File: src/rtl/dfq_pkg.sv
`timescale 1ns / 1ps

package dfq_pkg;

  // Default sizes of the frame store.
  localparam int DEF_QUEUE_DEPTH = 16;
  localparam int DEF_HANDLE_BITS = 16;

  // Fixed field widths.
  localparam int COUNT_W = 5;
  localparam int CNT_W   = 16;
  localparam int RATE_W  = 24;
  localparam int TIME_W  = 32;

  // Frames times 1000 ms times 256 needs 34 bits.
  localparam int DVD_W = 34;

  localparam logic [COUNT_W-1:0] DEFAULT_LIMIT = 5'd4;
  localparam logic [TIME_W-1:0]  WINDOW_MS     = 32'd1000;
  localparam logic [17:0]        RATE_SCALE    = 18'd256000;
  localparam logic [CNT_W-1:0]   CNT_MAX       = 16'hFFFF;
  localparam logic [RATE_W-1:0]  RATE_MAX      = 24'hFFFFFF;

  // Request codes.
  typedef enum logic [1:0] {
    REQ_PUSH  = 2'd0,
    REQ_POP   = 2'd1,
    REQ_FLUSH = 2'd2,
    REQ_NONE  = 2'd3
  } req_t;

  // Sequencer states of the top level.
  typedef enum logic [2:0] {
    ST_IDLE,
    ST_EXEC,
    ST_POP_READ,
    ST_DIV_WAIT,
    ST_RESP
  } state_t;

  // Command to the serial divider.
  typedef struct packed {
    logic              go;
    logic [DVD_W-1:0]  dividend;
    logic [TIME_W-1:0] divisor;
  } div_cmd_t;

  // Response from the serial divider.
  typedef struct packed {
    logic             done;
    logic [DVD_W-1:0] quotient;
  } div_rsp_t;

  // Saturating increment of an event counter.
  function automatic logic [CNT_W-1:0] sat_inc(input logic [CNT_W-1:0] v);
    sat_inc = (v == CNT_MAX) ? CNT_MAX : v + 1'b1;
  endfunction

endpackage

File: src/rtl/dfq_ram.sv
`timescale 1ns / 1ps

module dfq_ram #(
  parameter int WIDTH = 16,
  parameter int DEPTH = 16,
  parameter int ADDR_W = (DEPTH > 1) ? $clog2(DEPTH) : 1
) (
  input  logic              clk,
  input  logic              we,
  input  logic [ADDR_W-1:0] waddr,
  input  logic [WIDTH-1:0]  wdata,
  input  logic              re,
  input  logic [ADDR_W-1:0] raddr,
  output logic [WIDTH-1:0]  rdata
);

  logic [WIDTH-1:0] mem [DEPTH];

  // One write port and one read port with registered read data.
  always_ff @(posedge clk) begin
    if (we) begin
      mem[waddr] <= wdata;
    end
    if (re) begin
      rdata <= mem[raddr];
    end
  end

endmodule

File: src/rtl/dfq_div.sv
`timescale 1ns / 1ps

module dfq_div (
  input  logic              clk,
  input  logic              rst,
  input  dfq_pkg::div_cmd_t cmd,
  output dfq_pkg::div_rsp_t rsp
);
  import dfq_pkg::*;

  localparam int STEP_W = $clog2(DVD_W + 1);

  logic              running;
  logic              done;
  logic [STEP_W-1:0] steps;
  logic [DVD_W-1:0]  dvd;
  logic [TIME_W-1:0] dvs;
  logic [TIME_W-1:0] rem;

  logic [TIME_W:0]   trial;
  logic [TIME_W:0]   diff;
  logic              fits;
  logic [TIME_W-1:0] rem_next;

  // One restoring step: bring in the next dividend bit and try a subtract.
  always_comb begin
    trial    = {rem, dvd[DVD_W-1]};
    diff     = trial - {1'b0, dvs};
    fits     = (trial >= {1'b0, dvs});
    rem_next = fits ? diff[TIME_W-1:0] : trial[TIME_W-1:0];
  end

  // Step counter and completion pulse.
  always_ff @(posedge clk) begin
    if (rst) begin
      running <= 1'b0;
      done    <= 1'b0;
      steps   <= '0;
    end else begin
      done <= 1'b0;
      if (cmd.go) begin
        running <= 1'b1;
        steps   <= STEP_W'(DVD_W);
      end else if (running) begin
        steps <= steps - 1'b1;
        if (steps == STEP_W'(1)) begin
          running <= 1'b0;
          done    <= 1'b1;
        end
      end
    end
  end

  // The dividend shifts out at the top while quotient bits shift in below.
  always_ff @(posedge clk) begin
    if (cmd.go) begin
      dvd <= cmd.dividend;
      dvs <= cmd.divisor;
      rem <= '0;
    end else if (running) begin
      dvd <= {dvd[DVD_W-2:0], fits};
      rem <= rem_next;
    end
  end

  assign rsp.done     = done;
  assign rsp.quotient = dvd;

endmodule

File: src/rtl/drop_oldest_frame_queue_with_rate_meter_core.sv
// Channel   | Ports                                             | Handshake
// ----------+---------------------------------------------------+---------------------
// request   | req_type, frame_handle, now_ms                    | start high, busy low
// result    | frame_valid, frame_out, queued_count, has_frames, | done, one cycle
//           | dropped_total, repeats_total, rate_q8             |
// config    | cfg_data (queue_limit)                            | cfg_write
//
// Done is shown in ST_RESP. An accepted word runs through ST_EXEC; a pop that reads the
// frame store also passes ST_POP_READ, and a push that closes a rate window waits in
// ST_DIV_WAIT while the serial divider produces one quotient bit per cycle over 34
// dividend bits. A new word is accepted only from ST_IDLE, in the cycle after done.
// Reset is synchronous and active high; it clears the queue and counters and sets
// the limit back to four.
// Busy stays high until the result has been shown; the receiver cannot stall.
`timescale 1ns / 1ps

module drop_oldest_frame_queue_with_rate_meter_core #(
  parameter int QUEUE_DEPTH = dfq_pkg::DEF_QUEUE_DEPTH,
  parameter int HANDLE_BITS = dfq_pkg::DEF_HANDLE_BITS
) (
  input  logic                        clk,
  input  logic                        rst,
  input  logic                        start,
  output logic                        busy,
  input  logic [1:0]                  req_type,
  input  logic [HANDLE_BITS-1:0]      frame_handle,
  input  logic [dfq_pkg::TIME_W-1:0]  now_ms,
  output logic                        done,
  output logic                        frame_valid,
  output logic [HANDLE_BITS-1:0]      frame_out,
  output logic [dfq_pkg::COUNT_W-1:0] queued_count,
  output logic                        has_frames,
  output logic [dfq_pkg::CNT_W-1:0]   dropped_total,
  output logic [dfq_pkg::CNT_W-1:0]   repeats_total,
  output logic [dfq_pkg::RATE_W-1:0]  rate_q8,
  input  logic                        cfg_write,
  input  logic [dfq_pkg::COUNT_W-1:0] cfg_data
);
  import dfq_pkg::*;

  localparam int IDX_W = (QUEUE_DEPTH > 1) ? $clog2(QUEUE_DEPTH) : 1;
  localparam int SUM_W = ((IDX_W > COUNT_W) ? IDX_W : COUNT_W) + 1;
  localparam logic [IDX_W-1:0] LAST_IDX = IDX_W'(QUEUE_DEPTH - 1);

  state_t state, state_next;

  // Latched request word.
  req_t                   req;
  logic [HANDLE_BITS-1:0] handle;
  logic [TIME_W-1:0]      now;

  // Queue and meter state.
  logic [COUNT_W-1:0]     queue_limit;
  logic [IDX_W-1:0]       head;
  logic [COUNT_W-1:0]     count;
  logic [HANDLE_BITS-1:0] held_handle;
  logic                   held_valid;
  logic [CNT_W-1:0]       drop_counter;
  logic [CNT_W-1:0]       repeat_counter;
  logic [RATE_W-1:0]      rate_value;
  logic [CNT_W-1:0]       window_frames;
  logic [TIME_W-1:0]      window_start;
  logic                   window_started;

  // Push and pop arithmetic.
  logic [COUNT_W-1:0]     limit_eff;
  logic                   at_limit;
  logic                   drop_front;
  logic                   store;
  logic [IDX_W-1:0]       head_inc;
  logic [IDX_W-1:0]       head_adv;
  logic [COUNT_W-1:0]     cnt_mid;
  logic [SUM_W-1:0]       slot_sum;
  logic [IDX_W-1:0]       waddr;
  logic [TIME_W-1:0]      ws_eff;
  logic [CNT_W-1:0]       wf_inc;
  logic [TIME_W-1:0]      elapsed;
  logic                   window_close;

  // Sequencer outputs.
  logic                   ram_we;
  logic                   ram_re;
  logic [HANDLE_BITS-1:0] ram_rdata;
  div_cmd_t               div_cmd;
  div_rsp_t               div_rsp;

  // Limit register.
  always_ff @(posedge clk) begin
    if (rst) begin
      queue_limit <= DEFAULT_LIMIT;
    end else if (cfg_write) begin
      queue_limit <= cfg_data;
    end
  end

  // Effective limit, drop decision and the ring slot of a push.
  always_comb begin
    limit_eff = queue_limit;
    if (QUEUE_DEPTH < 32 && int'(queue_limit) > QUEUE_DEPTH) begin
      limit_eff = COUNT_W'(QUEUE_DEPTH);
    end
    at_limit   = (count >= limit_eff);
    drop_front = at_limit && (count != '0);
    store      = !(at_limit && (count == '0));
    head_inc   = (head == LAST_IDX) ? '0 : head + 1'b1;
    head_adv   = drop_front ? head_inc : head;
    cnt_mid    = count - COUNT_W'(drop_front);
    slot_sum   = SUM_W'(head_adv) + SUM_W'(cnt_mid);
    if (slot_sum >= SUM_W'(QUEUE_DEPTH)) begin
      slot_sum = slot_sum - SUM_W'(QUEUE_DEPTH);
    end
    waddr = slot_sum[IDX_W-1:0];
  end

  // Rate window: a push opens it when closed, and closes it after a second.
  always_comb begin
    ws_eff       = window_started ? window_start : now;
    wf_inc       = sat_inc(window_started ? window_frames : '0);
    elapsed      = now - ws_eff;
    window_close = (elapsed >= WINDOW_MS);
  end

  // Next state.
  always_comb begin
    state_next = state;
    unique case (state)
      ST_IDLE: begin
        if (start) begin
          state_next = ST_EXEC;
        end
      end
      ST_EXEC: begin
        state_next = ST_RESP;
        if (req == REQ_PUSH && window_close) begin
          state_next = ST_DIV_WAIT;
        end else if (req == REQ_POP && count != '0) begin
          state_next = ST_POP_READ;
        end
      end
      ST_POP_READ: state_next = ST_RESP;
      ST_DIV_WAIT: begin
        if (div_rsp.done) begin
          state_next = ST_RESP;
        end
      end
      ST_RESP: state_next = ST_IDLE;
      default: state_next = ST_IDLE;
    endcase
  end

  // Sequencer outputs.
  always_comb begin
    busy             = 1'b1;
    done             = 1'b0;
    ram_we           = 1'b0;
    ram_re           = 1'b0;
    div_cmd.go       = 1'b0;
    div_cmd.dividend = DVD_W'(wf_inc) * DVD_W'(RATE_SCALE);
    div_cmd.divisor  = elapsed;
    unique case (state)
      ST_IDLE: busy = 1'b0;
      ST_EXEC: begin
        ram_we     = (req == REQ_PUSH) && store;
        ram_re     = (req == REQ_POP) && (count != '0);
        div_cmd.go = (req == REQ_PUSH) && window_close;
      end
      ST_POP_READ: busy = 1'b1;
      ST_DIV_WAIT: busy = 1'b1;
      ST_RESP:     done = 1'b1;
      default:     busy = 1'b1;
    endcase
  end

  always_ff @(posedge clk) begin
    if (rst) begin
      state <= ST_IDLE;
    end else begin
      state <= state_next;
    end
  end

  // Capture the request word at acceptance.
  always_ff @(posedge clk) begin
    if (state == ST_IDLE && start) begin
      req    <= req_t'(req_type);
      handle <= frame_handle;
      now    <= now_ms;
    end
  end

  // Queue, counters and rate window.
  always_ff @(posedge clk) begin
    if (rst) begin
      head           <= '0;
      count          <= '0;
      held_handle    <= '0;
      held_valid     <= 1'b0;
      drop_counter   <= '0;
      repeat_counter <= '0;
      rate_value     <= '0;
      window_frames  <= '0;
      window_start   <= '0;
      window_started <= 1'b0;
    end else begin
      if (state == ST_EXEC) begin
        case (req)
          REQ_PUSH: begin
            if (at_limit) begin
              drop_counter <= sat_inc(drop_counter);
            end
            head           <= head_adv;
            count          <= cnt_mid + COUNT_W'(store);
            window_started <= 1'b1;
            if (window_close) begin
              window_frames <= '0;
              window_start  <= now;
            end else begin
              window_frames <= wf_inc;
              window_start  <= ws_eff;
            end
          end
          REQ_POP: begin
            if (count != '0) begin
              head  <= head_inc;
              count <= count - 1'b1;
            end else begin
              repeat_counter <= sat_inc(repeat_counter);
            end
          end
          REQ_FLUSH: begin
            held_handle    <= '0;
            held_valid     <= 1'b0;
            head           <= '0;
            count          <= '0;
            drop_counter   <= '0;
            repeat_counter <= '0;
            rate_value     <= '0;
            window_frames  <= '0;
            window_started <= 1'b0;
          end
          default: begin
          end
        endcase
      end
      if (state == ST_POP_READ) begin
        held_handle <= ram_rdata;
        held_valid  <= 1'b1;
      end
      if (state == ST_DIV_WAIT && div_rsp.done) begin
        if (|div_rsp.quotient[DVD_W-1:RATE_W]) begin
          rate_value <= RATE_MAX;
        end else begin
          rate_value <= div_rsp.quotient[RATE_W-1:0];
        end
      end
    end
  end

  dfq_ram #(
    .WIDTH (HANDLE_BITS),
    .DEPTH (QUEUE_DEPTH)
  ) u_ring (
    .clk   (clk),
    .we    (ram_we),
    .waddr (waddr),
    .wdata (handle),
    .re    (ram_re),
    .raddr (head),
    .rdata (ram_rdata)
  );

  dfq_div u_div (
    .clk (clk),
    .rst (rst),
    .cmd (div_cmd),
    .rsp (div_rsp)
  );

  // Result fields.
  assign frame_valid   = (req == REQ_POP) && held_valid;
  assign frame_out     = frame_valid ? held_handle : '0;
  assign queued_count  = count;
  assign has_frames    = (count != '0) || held_valid;
  assign dropped_total = drop_counter;
  assign repeats_total = repeat_counter;
  assign rate_q8       = rate_value;

  // An accepted word always makes the block busy on the next cycle.
  a_accept_busy: assert property (@(posedge clk) disable iff (rst)
    start && !busy |=> busy)
    else $error("accepted word did not raise busy");

  // One result per word: done never repeats back to back.
  a_done_single: assert property (@(posedge clk) disable iff (rst)
    done |=> !done)
    else $error("result strobe held for more than one cycle");

  // The queue never holds more entries than the store has.
  a_count_bound: assert property (@(posedge clk) disable iff (rst)
    int'(count) <= QUEUE_DEPTH)
    else $error("entry count exceeds store depth");

  // The divider only answers while the sequencer waits for it.
  a_div_owner: assert property (@(posedge clk) disable iff (rst)
    div_rsp.done |-> state == ST_DIV_WAIT)
    else $error("divider finished outside its wait state");

  // A pop that reads the store always leaves a held frame behind.
  a_pop_held: assert property (@(posedge clk) disable iff (rst)
    state == ST_POP_READ |=> held_valid)
    else $error("pop read did not set the held frame");

endmodule

File: config.mk
export PLATFORM = sky130hd
export DESIGN_NAME = drop_oldest_frame_queue_with_rate_meter_core
export DESIGN_NICKNAME = d
export VERILOG_FILES = /design/src/rtl/dfq_pkg.sv /design/src/rtl/dfq_ram.sv /design/src/rtl/dfq_div.sv /design/src/rtl/drop_oldest_frame_queue_with_rate_meter_core.sv
export SDC_FILE = /design/constraint.sdc
export NUM_CORES = 1
export LEC_CHECK = 0
export ABC_AREA = 0
export BUFFER_PORTS_ARGS = -buffer_cell sky130_fd_sc_hd__buf_2
export CAP_MARGIN = 15
export CORE_ASPECT_RATIO = 2
export CORE_UTILIZATION = 51
export CTS_CLUSTER_SIZE = 14
export DETAILED_ROUTE_END_ITERATION = 10
export PLACE_DENSITY = 0.68
export SYNTH_ARGS = -nofsm -noshare
export SYNTH_HDL_FRONTEND = slang
export SYNTH_SLANG_ARGS = --single-unit
File: constraint.sdc
create_clock -name clk -period 22.9 [get_ports clk]
set_clock_uncertainty 0.05 [all_clocks]
set_input_delay 6.87 -clock clk [delete_from_list [all_inputs] [get_ports clk]]
set_output_delay 6.87 -clock clk [all_outputs]
set_load 0.05 [all_outputs]
### Yosys cells after proc, flatten, opt, wreduce, memory -nomap -nowiden

Memory sizes are Yosys's and may differ from the RTL's. A register that Yosys moved wholly into a read port is not among the register bits.
Index checks and enable logic that the tools add are counted.

| word-level totals | value |
|---|---|
| bits in registers | 295 |
| memories kept | 1 |
| bits in writable memories | 256 |

Memories:

| memory | depth | bits a word | rd ports | clocked after memory_dff | write ports | line | text |
|---|---|---|---|---|---|---|---|
| u_ring.mem | 16 | 16 | 1 | 1 | 1 | dfq_ram.sv:17 | `logic [WIDTH-1:0] mem [DEPTH];` |

| cells by class | value |
|---|---|
| order comparisons | 5 |
| equal/unequal tests | 16 |
| bitwise operators | 1 |
| multiply operators | 1 |
| add/sub/neg operators | 12 |
| reduce and logical (&&, ||, !) cells | 33 |
| multiplexer cells | 53 |

Operator list:

| cell | number |
|---|---|
| two-way mux 16 bit | 11 |
| two-way mux 24 bit | 4 |
| two-way mux 32 bit | 3 |
| case mux 16 bit (2 select lines) | 3 |
| two-way mux 34 bit | 2 |
| subtractor 32 bit | 2 |
| adder 16 x 1 -> 16 bit, second input constant | 3 |
| == test 16 bit, second input constant | 3 |
| >= comparator 33 x 32 -> 1 bit | 1 |
| >= comparator 32 x 10 -> 1 bit, second input constant | 1 |
| multiplier 16 x 7 -> 23 bit, second input constant | 1 |
| two-way mux 4 bit | 4 |
| case mux 5 bit (3 select lines) | 1 |
| two-way mux 1 bit | 14 |
| nonzero test 2 bit | 7 |
| two-way mux 3 bit | 4 |
| two-way mux 6 bit | 2 |
| case mux 3 bit (4 select lines) | 1 |
| case mux 4 bit (3 select lines) | 1 |
| two-way mux 5 bit | 2 |
| AND reduction 2 bit | 5 |
| OR reduction 10 bit | 1 |
| AND reduction 3 bit | 3 |
| logical AND 1 bit | 8 |
| 30 further kinds | 34 |

### Longest topological paths before layout

Gate-level depths: netlist (run 1).

| logic depth | value |
|---|---|
| word-level depth | 9 |
| mapped depth | 30 |
| gate-level depth less buffers | 27 |

### Hierarchy

A second synthesis (run 1) with hierarchy kept.

| unflattened totals | value |
|---|---|
| cells, all modules | 2605 |
| area, all modules | 29922.4 µm² |

By module, submodules not included:

| module | seq. area each (µm²) | cells an instance | area an instance (µm²) | instances |
|---|---|---|---|---|
| drop_oldest_frame_queue_with_rate_meter_core | 4284.1 | 1555 | 13573.0 | 1 |
| dfq_ram | 8167.8 | 432 | 10203.5 | 1 |
| dfq_div | 2782.7 | 618 | 6145.9 | 1 |

### Least setup slack after synthesis (run 1)

No wires, ideal clock.

| timing | value |
|---|---|
| path kind | input -> register |
| start point | in start |
| end point | reg handle[0], enable pin |
| data arrival time | 8.992 ns |
| slack | 13.400 ns |
| required time | 22.392 ns |
| stages | 2 |
| buffers on the path | 0 |
| cells stage by stage | inv_1 > nor2_1 |

| on the way | value |
|---|---|
| longest elaborated chain between the ends | 1 |

Ends and longest elaborated chain:

| item | line | text |
|---|---|---|
| from (decl) | drop_oldest_frame_queue_with_rate_meter_core.sv:23 | `input logic start,` |
| logical AND 1 bit | drop_oldest_frame_queue_with_rate_meter_core.sv:184 | `if (state == ST_IDLE && start) begin` |
| to (signal assigned) | drop_oldest_frame_queue_with_rate_meter_core.sv:186 | `handle <= frame_handle;` |
| to (decl) | drop_oldest_frame_queue_with_rate_meter_core.sv:49 | `logic [HANDLE_BITS-1:0] handle;` |

No other way between the ends.
A chain may end at the register's enable or synchronous reset.

### Worst setup path in the final report (run 1)

| timing | value |
|---|---|
| start point | reg req[1] |
| end point | out frame_out[8] |

| on the way | value |
|---|---|
| longest elaborated chain between the ends | 3 |

Ends and longest elaborated chain:

| item | line | text |
|---|---|---|
| from (decl) | drop_oldest_frame_queue_with_rate_meter_core.sv:48 | `req_t req;` |
| from (signal assigned) | drop_oldest_frame_queue_with_rate_meter_core.sv:185 | `req <= req_t'(req_type);` |
| == test 2 x 1 -> 1 bit | drop_oldest_frame_queue_with_rate_meter_core.sv:280 | `assign frame_valid = (req == REQ_POP) && held_valid;` |
| logical AND 1 bit | drop_oldest_frame_queue_with_rate_meter_core.sv:280 |  |
| two-way mux 16 bit | drop_oldest_frame_queue_with_rate_meter_core.sv:281 | `assign frame_out = frame_valid ? held_handle : '0;` |
| to (decl) | drop_oldest_frame_queue_with_rate_meter_core.sv:30 | `output logic [HANDLE_BITS-1:0] frame_out,` |

No other way between the ends.

==> flow_summary.ini, run 1 <==
[floorplanning]
core.rowCount = 124
dieWidth_um = 172
die_h_um = 342
initial_core_util_pct = 51.6
dieArea_um2 = 58700
pin_count = 140
fp.coreArea_um2 = 57100

[timing]
slew_violations = 0
finalCriticalPeriod_ps = 9530
rsz0062_at_grt = false
clock.fmax_ghz = 0.105
relSlewSlack_pct = 26.5
setup_viol = 0
fin_crit_sh_pct = 41.6
hold_violations = 0
tns_ps = 0
worst_pin_slew_ps = 1100

[place]
place.gp.congestion = 0.887
dp.cells = 3338
numPortBuffers = 139
dp_hpwl_um = 48800
placed_cell_area_um2 = 30900

[power_and_ir_drop]
leakage_nw = 12.5
pwr-share-comb_pct = 20.5
p_total_mw = 2.56
p_per_area_nw_per_um2 = 78.8
p_sw_share_pct = 28.8
switchingPower_mw = 0.739
p_int_mw = 1.83
seqPwrFrac_pct = 46.9
clock_power_share_pct = 32.7
ir_drop_mv = 0.0814

[finish]
final_common_cell = edfxtp_1
area_growth_pct = 10.5
seq_area_um2 = 15100
fin_area_um2 = 32500
nets = 2890
drive_above_1_share_pct = 13.6
most-common-layout-cells = edfxtp_1 (377), nor2_1 (186), dfxtp_1 (186), nand2_1 (182), inv_1 (168)
final_cells = 3437
final_core_util_pct = 57.0
fillers = 4853
multi_input_area_um2 = 13200

[route]
route.met2.wl_um = 38000
vias_per_cell = 5.77
first_iter_violations = 1265
drt.antenna.violating_nets = 0
drcViolationCount = 0
met1Wirelength_um = 24600
routed-wl-met3_um = 2850
wirelength_um = 69000
wire_per_inst_um = 20.1
vias = 19800
routed.top_layer = met5
drt-pass1-iter-count = 5

[yosys]
synthCells = 2527
synth_cell_type_count = 80
syn_area_per_cell_um2 = 11.6
synth.top_cell.area_share_pct = 38.5
yosys_warnings = 0
synth-edff-count = 377
ys_seq_area_share_pct = 51.4
syn_area_um2 = 29400
yosys-top-cells-area = edfxtp_1 (38%), dfxtp_1 (13%), mux4_2 (6.1%)
yosys_register_bits = 567
async_flop_share_pct = 0
syn-num-nets = 2781
synth_flop_cell = edfxtp_1
yosysTopAreaCell = edfxtp_1

[worst_hold_path]
min_from = window_start[27]
holdPathStages = 2
holdPathEnd = window_start[27]
min_path_type = reg -> reg

[critical_path]
ff2ff_path_depth = 23
crit_slowest_cell = ha_1
crit_chain = inv_1 -> ha_1 -> and3_1 -> buf_2
cp.buffers_inverters = 2
timing.rr.end = u_div.dvd[32]
critPathMaxFanout = 24
critPathTopFamily = adder cells
cp_data_required_time_ps = 15980
setup.worst_path.start = req[1]
end_kind = output pin
critPathKind = reg -> out
rrSetupSlack_ps = 14920
slowest_delay_ps = 890
crit_arrival_ps = 2610
r2r_start = window_started
cp-start-kind = register

[clock_tree]
clk_pin_slew_ps = 70
tritoncts = done
worstSkewPairLatency_ps = 610
cts_hold_buffers = 0
clockBufferDepth = 3
cts_root_buf = clkbuf_16
cts-buffers-inserted = 51
ctsHtreeMaxLevel = 2
ctsResizeCount = 0
post_cts_buffers = 0
clock-sinks = 567

[global_routing]
grt_pass1_vias = 20400
grt_max_degree = 86
grt_antenna_before_repair = 6
grt_use_total_pct = 24.0
grt_pass1_wl_um = 108000
grt-ovfl-total = 0

[job]
max_cap_viol_count = 0

[status]
status = completed
==> routing by layer <==
layer	vias to the layer above	global-route usage, %
li1	9433	-
met1	9730	25.1
met2	493	46.3
met3	181	2.56
met4	8	12.0
met5	-	0
==> Yosys cell counts (6+ instances only) <==
| library cell | number |
|---|---|
| nand3_1 | 46 |
| xnor2_1 | 52 |
| o41ai_1 | 6 |
| o21bai_1 | 9 |
| nor3_1 | 71 |
| dfxtp_1 | 190 |
| edfxtp_1 | 377 |
| xor2_1 | 44 |
| inv_1 | 168 |
| mux2i_1 | 105 |
| fa_1 | 57 |
| o211ai_1 | 26 |
| a211oi_1 | 24 |
| buf_1 | 11 |
| and3_1 | 47 |
| nor4_1 | 9 |
| nand4_1 | 20 |
| buf_2 | 8 |
| o31ai_1 | 9 |
| clkbuf_1 | 94 |
| a21oi_1 | 165 |
| nand2_1 | 182 |
| nand2b_1 | 96 |
| nor2b_1 | 19 |
| mux4_2 | 80 |
| nor2_1 | 187 |
| o211a_1 | 18 |
| ha_1 | 138 |
| and2_1 | 13 |
| or2_2 | 6 |
| o21a_1 | 14 |
| a31oi_1 | 17 |
| o21ai_0 | 74 |
| or3_1 | 6 |
| a21o_1 | 42 |
==> sequential cells by signal (all words and copies together), names as in the netlist <==
register	cells
u_div.dvs	32
queue_limit	5
window_frames	16
u_ring.mem	256
handle	16
req	2
held_valid	1
u_div.done	1
queued_count	5
head	4
u_div.steps	6
window_start	32
repeats_total	16
u_div.dvd	34
dropped_total	16
u_ring.rdata	16
u_div.rem	32
window_started	1
state	3
u_div.running	1
held_handle	16
rate_q8	24
now	32
==> worst max-delay path by stage <==
stage | to | slack, ps | cells after the start
floorplan | handle[0] | 13400 | 2
global placement | frame_out[11] | 14180 | 4
detailed placement | frame_out[8] | 14010 | 4
CTS | frame_out[8] | 13360 | 4
global route | frame_out[9] | 13320 | 4
finish | frame_out[8] | 13370 | 4
==> through the flow <==
step	worst slack (ps)	hold slack (ps)
after CTS	13360	427
after global placement	14180	406
final	13370	423
after floorplan	13400	394
after detailed placement	14010	413
after global routing	13320	437
==> cell families (layout without fill, tap and decap cells) <==
logic type      Yosys count  after routing  synth area share [%]
compound gates          471            471                  10.5
other cells               0              2                     0
fa+ha+maj               195            195                  9.74
flops                   567            567                  51.4
buf+inv                 288            440                  3.81
simple gates            721            721                  11.9
mux                     189            189                  9.84
xor+xnor                 96             96                  2.86
==> worst reg2reg max path: stages, from the launching register on <==
cell and delay (ps):
dfxtp_2 380, buf_4 420, nand4_1 290, nor3_1 500
nand4_1 290, or2_2 470, nand2_1 190, inv_1 170
fa_1 570, fa_1 470, fa_1 520, inv_1 60
fa_1 460, ha_1 350, a21oi_1 250, nor2b_1 80
o21a_1 190, o41ai_1 560, o21ai_0 330, o41a_1 410
a41oi_1 330, a211oi_1 140, xnor2_1 150, mux2i_1 80
==> power by group through the flow <==
stage | Sequential [mW] | Combinational [mW] | Clock, mW
detailed placement | 1.22 | 0.522 | 0
finish | 1.20 | 0.525 | 0.837
CTS | 1.20 | 0.526 | 0.856
floorplan | 1.21 | 0.412 | 0
global route | 1.21 | 0.585 | 0.886
global placement | 1.22 | 0.508 | 0
==> cell type report <==
cell class | instances | area share, %
Multi-Input combinational cell | 1672 | 40.7
Antenna cell | 2 | 0.0154
Clock buffer | 80 | 4.53
Clock inverter | 16 | 0.458
Inverter | 170 | 1.97
Timing Repair Buffer | 174 | 2.95
Sequential cell | 567 | 46.5
Tap cell | 756 | 2.91
Note: power is estimated with default switching activity, not from simulation.
==> inputs of run 2 (changes only) <==
--- a/config.mk
+++ b/config.mk
@@ -12,7 +12,7 @@
 export CORE_UTILIZATION = 51
 export CTS_CLUSTER_SIZE = 14
 export DETAILED_ROUTE_END_ITERATION = 10
-export PLACE_DENSITY = 0.68
+export PLACE_DENSITY = 0.71
 export SYNTH_ARGS = -nofsm -noshare
 export SYNTH_HDL_FRONTEND = slang
 export SYNTH_SLANG_ARGS = --single-unit
==> constraint.sdc (replaced) <==
create_clock -name clk -period 8.4 [get_ports clk]
set_clock_uncertainty 0.05 [all_clocks]
set_input_delay 2.52 -clock clk [delete_from_list [all_inputs] [get_ports clk]]
set_output_delay 2.52 -clock clk [all_outputs]
set_load 0.05 [all_outputs]
==> flow_summary.ini, run 2 (synthesis results as in run 1) <==
[clock_tree]
clockBufferDepth = 3
tritoncts = done
cts-buffers-inserted = 50
post_cts_buffers = 0
cts_root_buf = clkbuf_16
worstSkewPairLatency_ps = 610
clock-sinks = 567
ctsHtreeMaxLevel = 2
clk_pin_slew_ps = 70

[finish]
area_growth_pct = 10.6
final_cells = 3437
final_common_cell = edfxtp_1
most-common-layout-cells = edfxtp_1 (377), dfxtp_1 (186), nand2_1 (182), nor2_1 (174), inv_1 (168)
drive_above_1_share_pct = 13.8
nets = 2891
top_regs = u_ring.mem x256, u_div.dvd x34
largest_reg_flops = 256
regMostFlops = u_ring.mem

[route]
drcViolationCount = 0
vias = 19900
vias_per_cell = 5.80
wire_per_inst_um = 19.8
drt-pass1-iter-count = 5
drt.antenna.violating_nets = 0
wirelength_um = 68100
first_iter_violations = 1248

[timing]
slew_violations = 0
fin_crit_sh_pct = 93.8
worst_pin_slew_ps = 1090
clock.fmax_ghz = 0.127
tns_ps = 0
hold_violations = 0
finalCriticalPeriod_ps = 7880
rsz0062_at_grt = false
setup_viol = 0
relSlewSlack_pct = 27.0

[status]
status = completed

[global_routing]
grt-ovfl-total = 0
grt_use_total_pct = 23.5
grt_max_degree = 96
grt_pass1_wl_um = 106000
grt_antenna_before_repair = 2
grt_pass1_vias = 20500

[worst_hold_path]
min_path_type = reg -> reg

[power_and_ir_drop]
clock_power_share_pct = 32.4
p_int_mw = 4.96
pwr-share-comb_pct = 20.5
seqPwrFrac_pct = 47.0
p_per_area_nw_per_um2 = 214
p_sw_share_pct = 28.7
ir_drop_mv = 0.219
p_total_mw = 6.96
leakage_nw = 12.4
switchingPower_mw = 2.00

[critical_path]
end_kind = register
cp_data_required_time_ps = 8690
critPathMaxFanout = 23
crit_arrival_ps = 8170
critPathKind = reg -> reg
cp-start-kind = register

[place]
dp.cells = 3341
place.gp.congestion = 0.885
numPortBuffers = 139
dp_hpwl_um = 47900

[floorplanning]
dieWidth_um = 172
fp.coreArea_um2 = 57100
core.rowCount = 124
initial_core_util_pct = 51.6
dieArea_um2 = 58700
die_h_um = 342
pin_count = 140

[job]
max_cap_viol_count = 0
-- run 2: final timing paths --
kind,startpoint,endpoint,slack [ps],cells after the start
max,window_started,u_div.dvd[33],520,24
min,held_handle[2],held_handle[2],420,2
max reg2reg,window_started,u_div.dvd[33],520,24
min reg2reg,held_handle[2],held_handle[2],420,2
-- run 2: final cells by class --
cell class	count	area, µm²
Antenna cell	2	5.00
Clock buffer	83	1440
Clock inverter	11	154
Fill cell	4753	24500
Inverter	170	639
Multi-Input combinational cell	1672	13300
Sequential cell	567	15100
Tap cell	756	946
Timing Repair Buffer	176	976
-- run 2: critical path: stages (launching register included) --
cell and delay (ps):
dfxtp_2 560, nand2_1 140, inv_1 100, ha_1 190
nand4_1 240, nor3_1 490, nand4_1 270, or2_2 450
o211ai_1 450, fa_1 550, inv_1 90, fa_1 450
fa_1 510, inv_1 50, fa_1 450, ha_1 370
and3_1 220, a31o_2 270, o41a_1 350, a31o_2 280
a311o_1 390, a21o_1 190, a21o_1 200, o21ai_0 190
mux2i_1 100
-- run 2: routing by layer --
metal / up-vias / GRT usage [%] / part of all wire (%)
li1: 9419 / - / -
met1: 9778 / 24.4 / 35
met5: - / 0 / 0
met3: 158 / 2.42 / 4.3
met4: 0 / 10.3 / 4.0
met2: 565 / 46.4 / 56
-- run 2: repair_timing --
action / CTS / global route
hold buffers: 0 / 0
gates resized for setup: 0 / 1
setup endpoints to repair: 0 / 2
-- run 2: power groups by stage --
| stage | clock (mW) | combinational (mW) | sequential [mW] |
|---|---|---|---|
| floorplan | 0 | 1.12 | 3.29 |
| global placement | 0 | 1.39 | 3.33 |
| detailed placement | 0 | 1.42 | 3.34 |
| CTS | 2.30 | 1.43 | 3.28 |
| global route | 2.39 | 1.59 | 3.30 |
| finish | 2.26 | 1.43 | 3.28 |
-- run 2: per-stage QoR --
stage               utilization (%)  setup WS (ps)  hold slack [ps]  cell area [µm²]
global placement               54.2            870              400            30900
floorplan                         -            178              394            29400
CTS                            57.0            587              421            32500
finish                         57.0            517              419            32600
global route                   57.0           61.7              442            32600
detailed placement             54.2            604              406            30900
